[src/design/lrsc_pkg.sv]
// lrsc_pkg: shared types and constants for the lidar range step classifier
// used by lrsc_classify, lrsc_out_fifo and the top level lidar_range_step_classifier
package lrsc_pkg;

    localparam int WINDOW_SIDE = 3;
    localparam int WIN_DEPTH   = 2 * WINDOW_SIDE;
    localparam int FIFO_DEPTH  = 3;
    localparam int RANGE_W     = 16;
    localparam int COL_W       = 12;
    localparam int CRIT_W      = 12;
    localparam logic [CRIT_W-1:0] CRIT_MAX = 12'd4095;

    // register reset values
    localparam logic [RANGE_W-1:0] OBSTACLE_RST = 16'd500;
    localparam logic [RANGE_W-1:0] CRITICAL_RST = 16'd500;
    localparam logic [RANGE_W-1:0] INV_BELOW_RST = 16'd2;
    localparam logic [RANGE_W-1:0] FAR_LIMIT_RST = 16'd29000;
    localparam logic [RANGE_W-1:0] INV_FILL_RST = 16'd30000;

    typedef enum logic [2:0] {
        CFG_OBSTACLE  = 3'd0,
        CFG_CRITICAL  = 3'd1,
        CFG_INV_BELOW = 3'd2,
        CFG_FAR_LIMIT = 3'd3,
        CFG_INV_FILL  = 3'd4
    } cfg_idx_t;

    typedef enum logic [1:0] {
        CLASS_NONE    = 2'd0,
        CLASS_RISING  = 2'd1,
        CLASS_CRIT    = 2'd2,
        CLASS_FALLING = 2'd3
    } class_t;

    typedef enum logic [1:0] {
        ACT_NONE    = 2'd0,
        ACT_ALARM   = 2'd1,
        ACT_SILENCE = 2'd2
    } action_t;

    typedef enum logic {
        KIND_SAMPLE  = 1'b0,
        KIND_SUMMARY = 1'b1
    } kind_t;

    typedef struct packed {
        logic [RANGE_W-1:0] obstacle_thresh_mm;
        logic [RANGE_W-1:0] critical_thresh_mm;
        logic [RANGE_W-1:0] invalid_below_mm;
        logic [RANGE_W-1:0] far_limit_mm;
        logic [RANGE_W-1:0] invalid_fill_mm;
    } cfg_t;

    typedef struct packed {
        kind_t             item_kind;
        logic [COL_W-1:0]  column;
        class_t            color_class;
        logic [CRIT_W-1:0] critical_seen;
        action_t           alarm_action;
        logic              run_last;
    } result_t;

    // up to two results written into the output queue in one cycle
    typedef struct packed {
        logic [1:0] cnt;
        result_t    first;
        result_t    second;
    } push_t;

endpackage

[src/design/lrsc_classify.sv]
// lrsc_classify: input register, six-sample window and per-sample classification
// depends on lrsc_pkg; feeds lrsc_out_fifo
module lrsc_classify
    import lrsc_pkg::*;
#(
    parameter int MAX_COLUMNS = 4096
)
(
    input  logic               clk,
    input  logic               rst_n,
    input  logic               s_tvalid,
    output logic               s_tready,
    input  logic [RANGE_W-1:0] range_mm,
    input  logic               scan_last,
    input  cfg_t               cfg,
    input  logic [1:0]         fifo_count,
    output push_t              push
);

    localparam int CW = $clog2(MAX_COLUMNS);

    logic               in_valid_reg;
    logic [RANGE_W-1:0] in_range_reg;
    logic               in_last_reg;

    logic [RANGE_W-1:0] win_reg [WIN_DEPTH];
    logic [2:0]         fill_reg;
    class_t             class_reg;
    logic [CRIT_W-1:0]  crit_cnt_reg;
    logic [CW-1:0]      col_cnt_reg;
    logic               latch_reg;

    logic [RANGE_W-1:0] nw [WIN_DEPTH];
    logic               classify_en;
    logic [1:0]         need;
    logic [1:0]         space;
    logic               proc;

    logic [RANGE_W-1:0] succ_med;
    logic [RANGE_W-1:0] prev_med;
    logic [RANGE_W-1:0] r_raw;
    logic [RANGE_W-1:0] r_eff;
    logic [RANGE_W-1:0] diff_base;
    logic               invalid;
    logic signed [17:0] diff;
    logic signed [17:0] th;
    logic signed [17:0] neg_th;
    class_t             cls_new;
    logic [CRIT_W-1:0]  crit_after;
    logic [CW-1:0]      col_idx;
    logic [CW+11:0]     col_wide;
    action_t            act;
    logic               latch_next;
    result_t            res_cls;
    result_t            res_sum;

    function automatic logic [RANGE_W-1:0] med3(
        input logic [RANGE_W-1:0] a,
        input logic [RANGE_W-1:0] b,
        input logic [RANGE_W-1:0] c
    );
        logic [RANGE_W-1:0] lo;
        logic [RANGE_W-1:0] hi;
        lo = (a < b) ? a : b;
        hi = (a < b) ? b : a;
        if (c <= lo)
        begin
            return lo;
        end
        else if (c >= hi)
        begin
            return hi;
        end
        return c;
    endfunction

    // window as it stands once the held sample is shifted in
    always_comb
    begin
        nw[0] = in_range_reg;
        for (int i = 1; i < WIN_DEPTH; i++)
        begin
            nw[i] = win_reg[i-1];
        end
    end

    assign classify_en = (fill_reg >= 3'(WIN_DEPTH - 1));
    assign need        = {1'b0, classify_en} + {1'b0, in_last_reg};
    assign space       = 2'(FIFO_DEPTH) - fifo_count;
    assign proc        = in_valid_reg && (need <= space);
    assign s_tready    = !in_valid_reg || proc;

    assign r_raw     = nw[WINDOW_SIDE];
    assign succ_med  = med3(nw[0], nw[1], nw[2]);
    assign prev_med  = med3(r_raw, nw[WINDOW_SIDE+1], nw[WINDOW_SIDE+2]);
    assign invalid   = (r_raw < cfg.invalid_below_mm);
    assign r_eff     = invalid ? cfg.invalid_fill_mm : r_raw;
    assign diff_base = invalid ? cfg.invalid_fill_mm : prev_med;
    assign diff      = $signed({2'b00, diff_base}) - $signed({2'b00, succ_med});
    assign th        = $signed({2'b00, cfg.obstacle_thresh_mm});
    assign neg_th    = -th;

    // rules in priority order; an invalid return is forced to falling first
    always_comb
    begin
        cls_new    = invalid ? CLASS_FALLING : class_reg;
        crit_after = crit_cnt_reg;
        if (r_eff > cfg.far_limit_mm)
        begin
            cls_new = CLASS_FALLING;
        end
        else if (r_eff < cfg.critical_thresh_mm)
        begin
            cls_new = CLASS_CRIT;
            if (classify_en && (crit_cnt_reg < CRIT_MAX))
            begin
                crit_after = crit_cnt_reg + 1'b1;
            end
        end
        else if (diff > th)
        begin
            cls_new = CLASS_RISING;
        end
        else if (diff < neg_th)
        begin
            cls_new = CLASS_FALLING;
        end
    end

    always_comb
    begin
        act        = ACT_NONE;
        latch_next = latch_reg;
        if (crit_after != '0)
        begin
            act        = ACT_ALARM;
            latch_next = 1'b1;
        end
        else if (latch_reg)
        begin
            act        = ACT_SILENCE;
            latch_next = 1'b0;
        end
    end

    assign col_idx  = (col_cnt_reg >= CW'(WINDOW_SIDE)) ? col_cnt_reg - CW'(WINDOW_SIDE) : '0;
    assign col_wide = {12'd0, col_idx};

    always_comb
    begin
        res_cls.item_kind     = KIND_SAMPLE;
        res_cls.column        = col_wide[COL_W-1:0];
        res_cls.color_class   = cls_new;
        res_cls.critical_seen = crit_after;
        res_cls.alarm_action  = ACT_NONE;
        res_cls.run_last      = !in_last_reg;

        res_sum.item_kind     = KIND_SUMMARY;
        res_sum.column        = '0;
        res_sum.color_class   = CLASS_NONE;
        res_sum.critical_seen = crit_after;
        res_sum.alarm_action  = act;
        res_sum.run_last      = 1'b1;

        push.cnt    = proc ? need : 2'd0;
        push.first  = classify_en ? res_cls : res_sum;
        push.second = res_sum;
    end

    // input register
    always_ff @(posedge clk or negedge rst_n)
    begin
        if (!rst_n)
        begin
            in_valid_reg <= 1'b0;
        end
        else if (s_tready)
        begin
            in_valid_reg <= s_tvalid;
        end
    end

    always_ff @(posedge clk)
    begin
        if (s_tvalid && s_tready)
        begin
            in_range_reg <= range_mm;
            in_last_reg  <= scan_last;
        end
    end

    // scan state
    always_ff @(posedge clk or negedge rst_n)
    begin
        if (!rst_n)
        begin
            for (int i = 0; i < WIN_DEPTH; i++)
            begin
                win_reg[i] <= '0;
            end
            fill_reg     <= '0;
            class_reg    <= CLASS_NONE;
            crit_cnt_reg <= '0;
            col_cnt_reg  <= '0;
            latch_reg    <= 1'b0;
        end
        else if (proc)
        begin
            for (int i = 0; i < WIN_DEPTH; i++)
            begin
                win_reg[i] <= nw[i];
            end
            if (in_last_reg)
            begin
                fill_reg     <= '0;
                class_reg    <= CLASS_NONE;
                crit_cnt_reg <= '0;
                col_cnt_reg  <= '0;
                latch_reg    <= latch_next;
            end
            else
            begin
                if (fill_reg < 3'(WIN_DEPTH))
                begin
                    fill_reg <= fill_reg + 1'b1;
                end
                if (classify_en)
                begin
                    class_reg <= cls_new;
                end
                crit_cnt_reg <= crit_after;
                if (col_cnt_reg < CW'(MAX_COLUMNS - 1))
                begin
                    col_cnt_reg <= col_cnt_reg + 1'b1;
                end
            end
        end
    end

    a_scan_end_clears: assert property (@(posedge clk) disable iff (!rst_n)
        proc && in_last_reg |=> fill_reg == '0 && crit_cnt_reg == '0 && class_reg == CLASS_NONE)
        else $error("scan state not cleared after scan end");

    a_fill_bound: assert property (@(posedge clk) disable iff (!rst_n)
        fill_reg <= 3'(WIN_DEPTH))
        else $error("window fill beyond depth");

endmodule

[src/design/lrsc_out_fifo.sv]
// lrsc_out_fifo: three-entry result queue, up to two writes and one read a cycle
// depends on lrsc_pkg; fed by lrsc_classify
module lrsc_out_fifo
    import lrsc_pkg::*;
(
    input  logic       clk,
    input  logic       rst_n,
    input  push_t      push,
    output logic       m_tvalid,
    input  logic       m_tready,
    output result_t    head,
    output logic [1:0] count
);

    result_t    mem_reg [FIFO_DEPTH];
    logic [1:0] wr_ptr_reg;
    logic [1:0] rd_ptr_reg;
    logic [1:0] count_reg;
    logic [1:0] wr_ptr_inc;
    logic       pop;
    logic [2:0] count_next;

    function automatic logic [1:0] ptr_inc(input logic [1:0] p);
        return (p == 2'(FIFO_DEPTH - 1)) ? 2'd0 : p + 2'd1;
    endfunction

    assign m_tvalid   = (count_reg != 2'd0);
    assign pop        = m_tvalid && m_tready;
    assign head       = mem_reg[rd_ptr_reg];
    assign count      = count_reg;
    assign wr_ptr_inc = ptr_inc(wr_ptr_reg);
    assign count_next = {1'b0, count_reg} + {1'b0, push.cnt} - {2'b00, pop};

    always_ff @(posedge clk)
    begin
        for (int i = 0; i < FIFO_DEPTH; i++)
        begin
            if ((push.cnt != 2'd0) && (2'(i) == wr_ptr_reg))
            begin
                mem_reg[i] <= push.first;
            end
            else if ((push.cnt == 2'd2) && (2'(i) == wr_ptr_inc))
            begin
                mem_reg[i] <= push.second;
            end
        end
    end

    always_ff @(posedge clk or negedge rst_n)
    begin
        if (!rst_n)
        begin
            wr_ptr_reg <= '0;
            rd_ptr_reg <= '0;
            count_reg  <= '0;
        end
        else
        begin
            if (push.cnt == 2'd1)
            begin
                wr_ptr_reg <= wr_ptr_inc;
            end
            else if (push.cnt == 2'd2)
            begin
                wr_ptr_reg <= ptr_inc(wr_ptr_inc);
            end
            if (pop)
            begin
                rd_ptr_reg <= ptr_inc(rd_ptr_reg);
            end
            count_reg <= count_next[1:0];
        end
    end

    a_no_overflow: assert property (@(posedge clk) disable iff (!rst_n)
        ({1'b0, push.cnt} + {1'b0, count_reg}) <= 3'(FIFO_DEPTH))
        else $error("result queue overflow");

    a_drain_empty: assert property (@(posedge clk) disable iff (!rst_n)
        count_reg == 2'd1 && pop && push.cnt == 2'd0 |=> !m_tvalid)
        else $error("queue not empty after last entry read");

endmodule

[src/design/lidar_range_step_classifier.sv]
// lidar_range_step_classifier: top level, configuration registers and stream packing
// depends on lrsc_pkg, lrsc_classify and lrsc_out_fifo
// a sample transfer is held in the input register until the result queue has room
//   for its results, which are then written into the queue and can transfer from there
// throughput: one sample per cycle while the result queue has room; the output side sets
//   the pace, and a scan-ending sample with a full window yields two results
// reset: rst_n clears the window, counters, class, critical latch and queue, and
//   loads the register defaults; no clearing pass is needed
module lidar_range_step_classifier
    import lrsc_pkg::*;
#(
    parameter int MAX_COLUMNS = 4096
)
(
    input  logic        clk,
    input  logic        rst_n,
    // sample stream
    input  logic        s_tvalid,
    output logic        s_tready,
    input  logic [15:0] s_tdata,   // [15:0] range_mm
    input  logic        s_tlast,   // scan_last
    // result stream
    output logic        m_tvalid,
    input  logic        m_tready,
    output logic [31:0] m_tdata,   // [11:0] column, [13:12] color_class,
                                   // [25:14] critical_seen, [27:26] alarm_action, rest zero
    output logic        m_tlast,   // run_last
    output logic        m_tuser,   // item_kind
    // configuration write port
    input  logic        cfg_we,
    input  logic [2:0]  cfg_idx,
    input  logic [15:0] cfg_data
);

    cfg_t       cfg_reg;
    push_t      push;
    result_t    head;
    logic [1:0] fifo_count;

    // configuration registers; unknown indexes are dropped
    always_ff @(posedge clk or negedge rst_n)
    begin
        if (!rst_n)
        begin
            cfg_reg.obstacle_thresh_mm <= OBSTACLE_RST;
            cfg_reg.critical_thresh_mm <= CRITICAL_RST;
            cfg_reg.invalid_below_mm   <= INV_BELOW_RST;
            cfg_reg.far_limit_mm       <= FAR_LIMIT_RST;
            cfg_reg.invalid_fill_mm    <= INV_FILL_RST;
        end
        else if (cfg_we)
        begin
            unique case (cfg_idx)
                CFG_OBSTACLE:  cfg_reg.obstacle_thresh_mm <= cfg_data;
                CFG_CRITICAL:  cfg_reg.critical_thresh_mm <= cfg_data;
                CFG_INV_BELOW: cfg_reg.invalid_below_mm   <= cfg_data;
                CFG_FAR_LIMIT: cfg_reg.far_limit_mm       <= cfg_data;
                CFG_INV_FILL:  cfg_reg.invalid_fill_mm    <= cfg_data;
                default:       ;
            endcase
        end
    end

    // window, median compare and scan bookkeeping
    lrsc_classify #(
        .MAX_COLUMNS (MAX_COLUMNS)
    ) u_classify (
        .clk        (clk),
        .rst_n      (rst_n),
        .s_tvalid   (s_tvalid),
        .s_tready   (s_tready),
        .range_mm   (s_tdata),
        .scan_last  (s_tlast),
        .cfg        (cfg_reg),
        .fifo_count (fifo_count),
        .push       (push)
    );

    // result queue decouples the output side from the sample side
    lrsc_out_fifo u_out_fifo (
        .clk      (clk),
        .rst_n    (rst_n),
        .push     (push),
        .m_tvalid (m_tvalid),
        .m_tready (m_tready),
        .head     (head),
        .count    (fifo_count)
    );

    // pack the head result onto the output stream
    assign m_tdata = {4'd0, head.alarm_action, head.critical_seen,
                      head.color_class, head.column};
    assign m_tlast = head.run_last;
    assign m_tuser = head.item_kind;

endmodule

[config.mk]
export PLATFORM = sky130hd
export DESIGN_NAME = lidar_range_step_classifier
export DESIGN_NICKNAME = d
export VERILOG_FILES = /design/src/design/lrsc_pkg.sv /design/src/design/lrsc_classify.sv /design/src/design/lrsc_out_fifo.sv /design/src/design/lidar_range_step_classifier.sv
export SDC_FILE = /design/constraint.sdc
export NUM_CORES = 1
export LEC_CHECK = 0
export BUFFER_PORTS_ARGS = -buffer_cell sky130_fd_sc_hd__buf_2
export CORE_MARGIN = 5
export CORE_UTILIZATION = 25
export DETAILED_ROUTE_END_ITERATION = 7
export PLACE_DENSITY = 0.39
export SETUP_SLACK_MARGIN = 0.02
export SLEW_MARGIN = 20
export SYNTH_ARGS = -nofsm -noshare
export SYNTH_HDL_FRONTEND = slang
export SYNTH_SLANG_ARGS = --single-unit
[constraint.sdc]
create_clock -name clk -period 9.6 [get_ports clk]
set_input_delay 1.92 -clock clk [delete_from_list [all_inputs] [get_ports clk]]
set_output_delay 1.92 -clock clk [all_outputs]
set_load 0.1 [all_outputs]
; ---- Yosys cells after proc, flatten, opt, wreduce, memory -nomap -nowiden
; Memories as Yosys holds them, arrays and structs flattened.
; Index checks and enable logic that the tools add are counted.
[word_totals]
memories = 1
output_inout_bits = 36
regBits = 214
in_bits = 41
elab_cells = 160
ram_bits = 90
[classes]
reduce_logical = 32
muxes = 60
n_eq_ne = 13
add_sub_neg = 13
bitwise_logic = 3
magnitude_cmp = 17
[memory_table]
columns = memory, words, word_bits, read_ports, rd_ports_with_merged_regs, wr, line_no
row1 = u_out_fifo.mem_reg, 3, 30, 1, 0, 3, lrsc_out_fifo.sv:15  ; result_t mem_reg [FIFO_DEPTH];
[op_table]
columns = cell, n
row1 = 16-bit two-way mux, 12
row2 = 30-bit two-way mux, 4
row3 = 12-bit two-way mux, 7
row4 = 16-bit less-than comparator, 4
row5 = 16-bit >= comparator, 2
row6 = 16-bit <= comparator, 2
row7 = 2-bit two-way mux, 15
row8 = "12-bit by 1-bit adder with 12-bit output, second input constant", 2
row9 = "12-bit less-than comparator, second input constant", 2
row10 = 1-bit two-way mux, 20
row11 = 18-bit by 17-bit greater-than comparator with 1-bit output, 1
row12 = 18-bit less-than comparator, 1
row13 = 16-bit negator with 18-bit output, 1
row14 = 2-bit AND reduction, 9
row15 = 16-bit by 16-bit subtractor with 17-bit output, 1
row16 = 16-bit greater-than comparator, 1
row17 = "12-bit by 2-bit >= comparator with 1-bit output, second input constant", 1
row18 = 12-bit nonzero test, 1
row19 = 2-bit nonzero test, 6
row20 = "12-bit by 2-bit subtractor with 12-bit output, second input constant", 1
row21 = 1-bit logical AND, 10
row22 = "2-bit == test, second input constant", 4
row23 = "2-bit by 1-bit adder with 2-bit output, second input constant", 3
row24 = "3-bit by 2-bit == test with 1-bit output, second input constant", 2
row25 = other kinds (19), 26

; ---- Longest topological paths before layout
[depth]
ltp_word = 15
depth_mapped = 42
depth_no_buf = 40

; ---- Hierarchy
; A second synthesis with hierarchy kept.
[unflattened]
cells_unflattened = 2117
hier_area_um2 = 20786.2
[by_module_without_submodules]
columns = mod, instances, cells_each, area_per_inst_um2, seq_area_each_um2
row1 = lrsc_classify, 1, 1605, 12804.8, 3288.2
row2 = lrsc_out_fifo, 1, 334, 4864.7, 2852.7
row3 = lidar_range_step_classifier, 1, 178, 3116.7, 2034.5

; ---- Worst setup path after synthesis
; Ideal clock, no wire load.
[synth_path]
kind = register to register
start = reg u_classify.in_range_reg[9]
end = mem u_out_fifo.mem_reg[0][16] in the netlist's numbering, data pin
stages_incl_launch_ff = 39
path_buffers = 3
synth_period_minus_slack_ps = 8217
setup_slack_ps = 1383
required_ps = 9331
setup_ps = 269
arrival_ps = 7948
cell_sequence = edfxtp_1 -> ha_1 -> a21o_1 -> a21oi_1 -> nor2b_1 -> o211ai_1 -> a31oi_1 -> a211oi_1 -> clkbuf_1 -> clkbuf_1 -> nor2_1 -> a21oi_1 -> ha_1 -> a21o_1 -> a21o_1 -> a21oi_1 -> o21ai_0 -> a21o_1 -> [3 not listed] -> clkbuf_1 -> o221a_2 -> ha_1 -> fa_1 -> nor2b_1 -> o31a_1 -> o32ai_1 -> xnor2_1 -> ha_1 -> nand4_1 -> a2111oi_0 -> o31ai_1 -> a32o_1 -> a311o_1 -> nor4_2 -> o31ai_1 -> a211oi_1 -> nor2_1
[synth_lines]
columns = item, line_no
row1 = start: declaration, lrsc_classify.sv:23  ; logic [RANGE_W-1:0] in_range_reg;
row2 = start signal: assignment, lrsc_classify.sv:187  ; in_range_reg <= range_mm;
row3 = end: declaration, lrsc_out_fifo.sv:15

==> impl_metrics.ini <==
[outcome]
status = finished clean

[timing]
finalCriticalPeriod_ps = 8960
rsz0062_at_grt = no
slew_viol_final = 0
fmax_mhz = 112
tightestPinTransition_ps = 1050
post-route-period-util_pct = 93.4
max_slew_margin_pct = 30.1
finalHoldViolations = 0
setup_viol = 0
fin_skew_ps = 26.2
tns_ps = 0

[synth]
synth_edf_count = 91
ys_ff_latch = 304
async_flop_share_pct = 64.8
ys.flop_type = dfrtp_1
synthCells = 2033
ys_seq_area_share_pct = 41.9
yosysUniqueCellTypes = 79
syn_area_per_cell_sq_um = 9.41
synthesis.area_sq_um = 19100
synth_warnings = 0

[detailed_routing]
ant_nets = 0
wl_um = 57900
dr.pass1.iters = 5
wl_per_cell_um = 18.4
via_per_inst = 4.60
drt_iter0_drc = 803
route.detailed.drc = 0
vias = 14500

[cells_and_area]
diodes = 0
syn_to_final_growth_pct = 14.9
drive_gt1_share_pct = 12.5
fin_area_sq_um = 22000
nNetsFinal = 2334
largest_reg_flops = 90

[clock_network]
cts.sinks = 304
cts_tree = yes
cts_made_buffers = 39
clock_latency_ps = 560
holdBufCountCts = 0
htreeDepth = 2
clockRootBuffer = clkbuf_16
clock_path_buffers = 3
path_clk_slew_ps = 60

[worst_setup_path]
arrival_ps = 9270
crit_type = reg -> reg
r2r_end = u_out_fifo.mem_reg[0][15]$_SDFFCE_PP0P_
regToRegStartpoint = u_classify.in_range_reg[1]$_DFFE_PP_
required_ps = 9910
r2r_cells = 35
crit_path_max_incr_delay_ps = 500
start_kind = register
end_kind = register
cp_max_fo = 17
rrSetupSlack_ps = 640
crit_top_cell = a21oi_1
worst_path_max_delay_cell = edfxtp_1

[floorplan]
dieArea_sq_um = 82100
die-height_um = 287
fp.coreArea_sq_um = 75900
io_pins = 77
die_x_um = 287
row_count = 101
initial_core_util_pct = 25.2

[worst_hold_path]
hold_start = u_out_fifo.mem_reg[2][16]$_SDFFE_PP0P_
hp-class = reg -> reg
hold_end = u_out_fifo.mem_reg[2][16]$_SDFFE_PP0P_
whs_path_depth = 2

[global_route]
antenna_found_initial = 0
first_global_vias = 14800
grt_pass1_wl_um = 89700
grt.overflow.total = 0
grt_start_max_net_pins = 112
track_usage_pct = 13.9

[placement]
place_area_sq_um = 20700
gp_congestion = 0.853
portBuffers = 72
dp_hpwl_um = 42400

[flow_run]
drv_cap = 0
-- cells by family after synthesis --
| kind of cell | share of synthesized area (%) |
|---|---|
| fa+ha+maj | 13.2 |
| flops | 41.9 |
| buf+inv | 4.81 |
| compound gates | 15.1 |
| mux | 7.39 |
| simple gates | 14.4 |
| other cells | 0.0196 |
| xor+xnor | 3.18 |
-- cells in the final DEF, fill, tap and decap left out, types with 14 or more instances in the layout --
cell type,instances
o221ai_1,20
nand2b_1,17
a21o_1,36
ha_1,200
nand3_1,26
inv_1,145
o22a_1,14
nor2_1,102
buf_4,32
o21ai_0,221
dfxtp_1,16
clkbuf_16,40
xnor2_1,37
nor3_1,28
dfstp_2,26
a21oi_1,75
dfrtp_1,169
buf_2,71
xor2_1,28
edfxtp_1,91
nand4_1,27
and2_1,21
nand2_1,337
mux2_2,42
mux2i_1,94
-- metal layers --
| metal | wire, um | global-route usage (%) |
|---|---|---|
| met3 | 1710 | 2.09 |
| met1 | 26600 | 18.1 |
| met5 | 0 | 0 |
| met2 | 28100 | 24.1 |
| met4 | 1510 | 3.90 |
-- worst max path at each step --
| stage | from | to | slack (ps) | cells after the start |
|---|---|---|---|---|
| 2_1_floorplan | u_classify.in_range_reg[9]$_DFFE_PP_ | u_out_fifo.mem_reg[0][16]$_SDFFCE_PP0P_ | 1380 | 38 |
| 3_3_place_gp | u_classify.in_range_reg[1]$_DFFE_PP_ | u_out_fifo.mem_reg[1][16]$_SDFFCE_PP0P_ | 590 | 35 |
| 3_5_place_dp | u_classify.in_range_reg[1]$_DFFE_PP_ | u_out_fifo.mem_reg[0][16]$_SDFFCE_PP0P_ | 370 | 34 |
| 6_report | u_classify.in_range_reg[1]$_DFFE_PP_ | u_out_fifo.mem_reg[0][15]$_SDFFCE_PP0P_ | 640 | 35 |
| 4_1_cts | u_classify.in_range_reg[1]$_DFFE_PP_ | u_out_fifo.mem_reg[0][16]$_SDFFCE_PP0P_ | 340 | 34 |
| 5_1_grt | u_classify.r_raw[1]$_DFFE_PN0P_ | u_out_fifo.mem_reg[1][15]$_SDFFCE_PP0P_ | 30 | 35 |
-- cells in the mapped netlist (29+ instances only) --
master    number  area [sq um]
nand2_1      340          1280
o21ai_0      222          1110
ha_1         200          2500
dfrtp_1      171          4280
inv_1        145           544
nor2_1       103           387
mux2i_1       94           941
edfxtp_1      91          2730
a21oi_1       75           375
clkbuf_1      68           255
mux2_2        42           473
xnor2_1       37           324
a21o_1        36           270
nor3_1        29           145
-- timing repair --
item,4_1_cts,5_1_grt
setup buffers,0,0
resized for setup,0,8
endpoints found under the setup margin,0,6
-- critical path, delay by kind of cell, from the launching register on --
kind | cells | cell delay (ps)
flops | 1 | 500
xor+xnor | 1 | 180
fa+ha+maj | 5 | 1350
simple gates | 6 | 1280
compound gates | 22 | 5000
mux | 1 | 370
-- stage by stage --
stage | setup slack, ps | util, % | instances | hold slack [ps]
floorplan | 1380 | - | 2036 | 420
global route | 31.9 | 28.9 | 3152 | 472
CTS | 342 | 28.9 | 3152 | 459
global placement | 589 | 27.3 | 3081 | 439
detailed placement | 369 | 27.3 | 3081 | 444
finish | 638 | 28.9 | 3152 | 457
-- cell type report --
class | instances | area [sq um]
Inverter | 145 | 544
Clock buffer | 54 | 1060
Fill cell | 8000 | 54000
Sequential cell | 304 | 8020
Clock inverter | 17 | 124
Tap cell | 1030 | 1290
Multi-Input combinational cell | 1497 | 10300
Timing Repair Buffer | 105 | 629
Power is not shown: default switching activity piles up to over one toggle a cycle in this logic, so the estimate is an artifact.
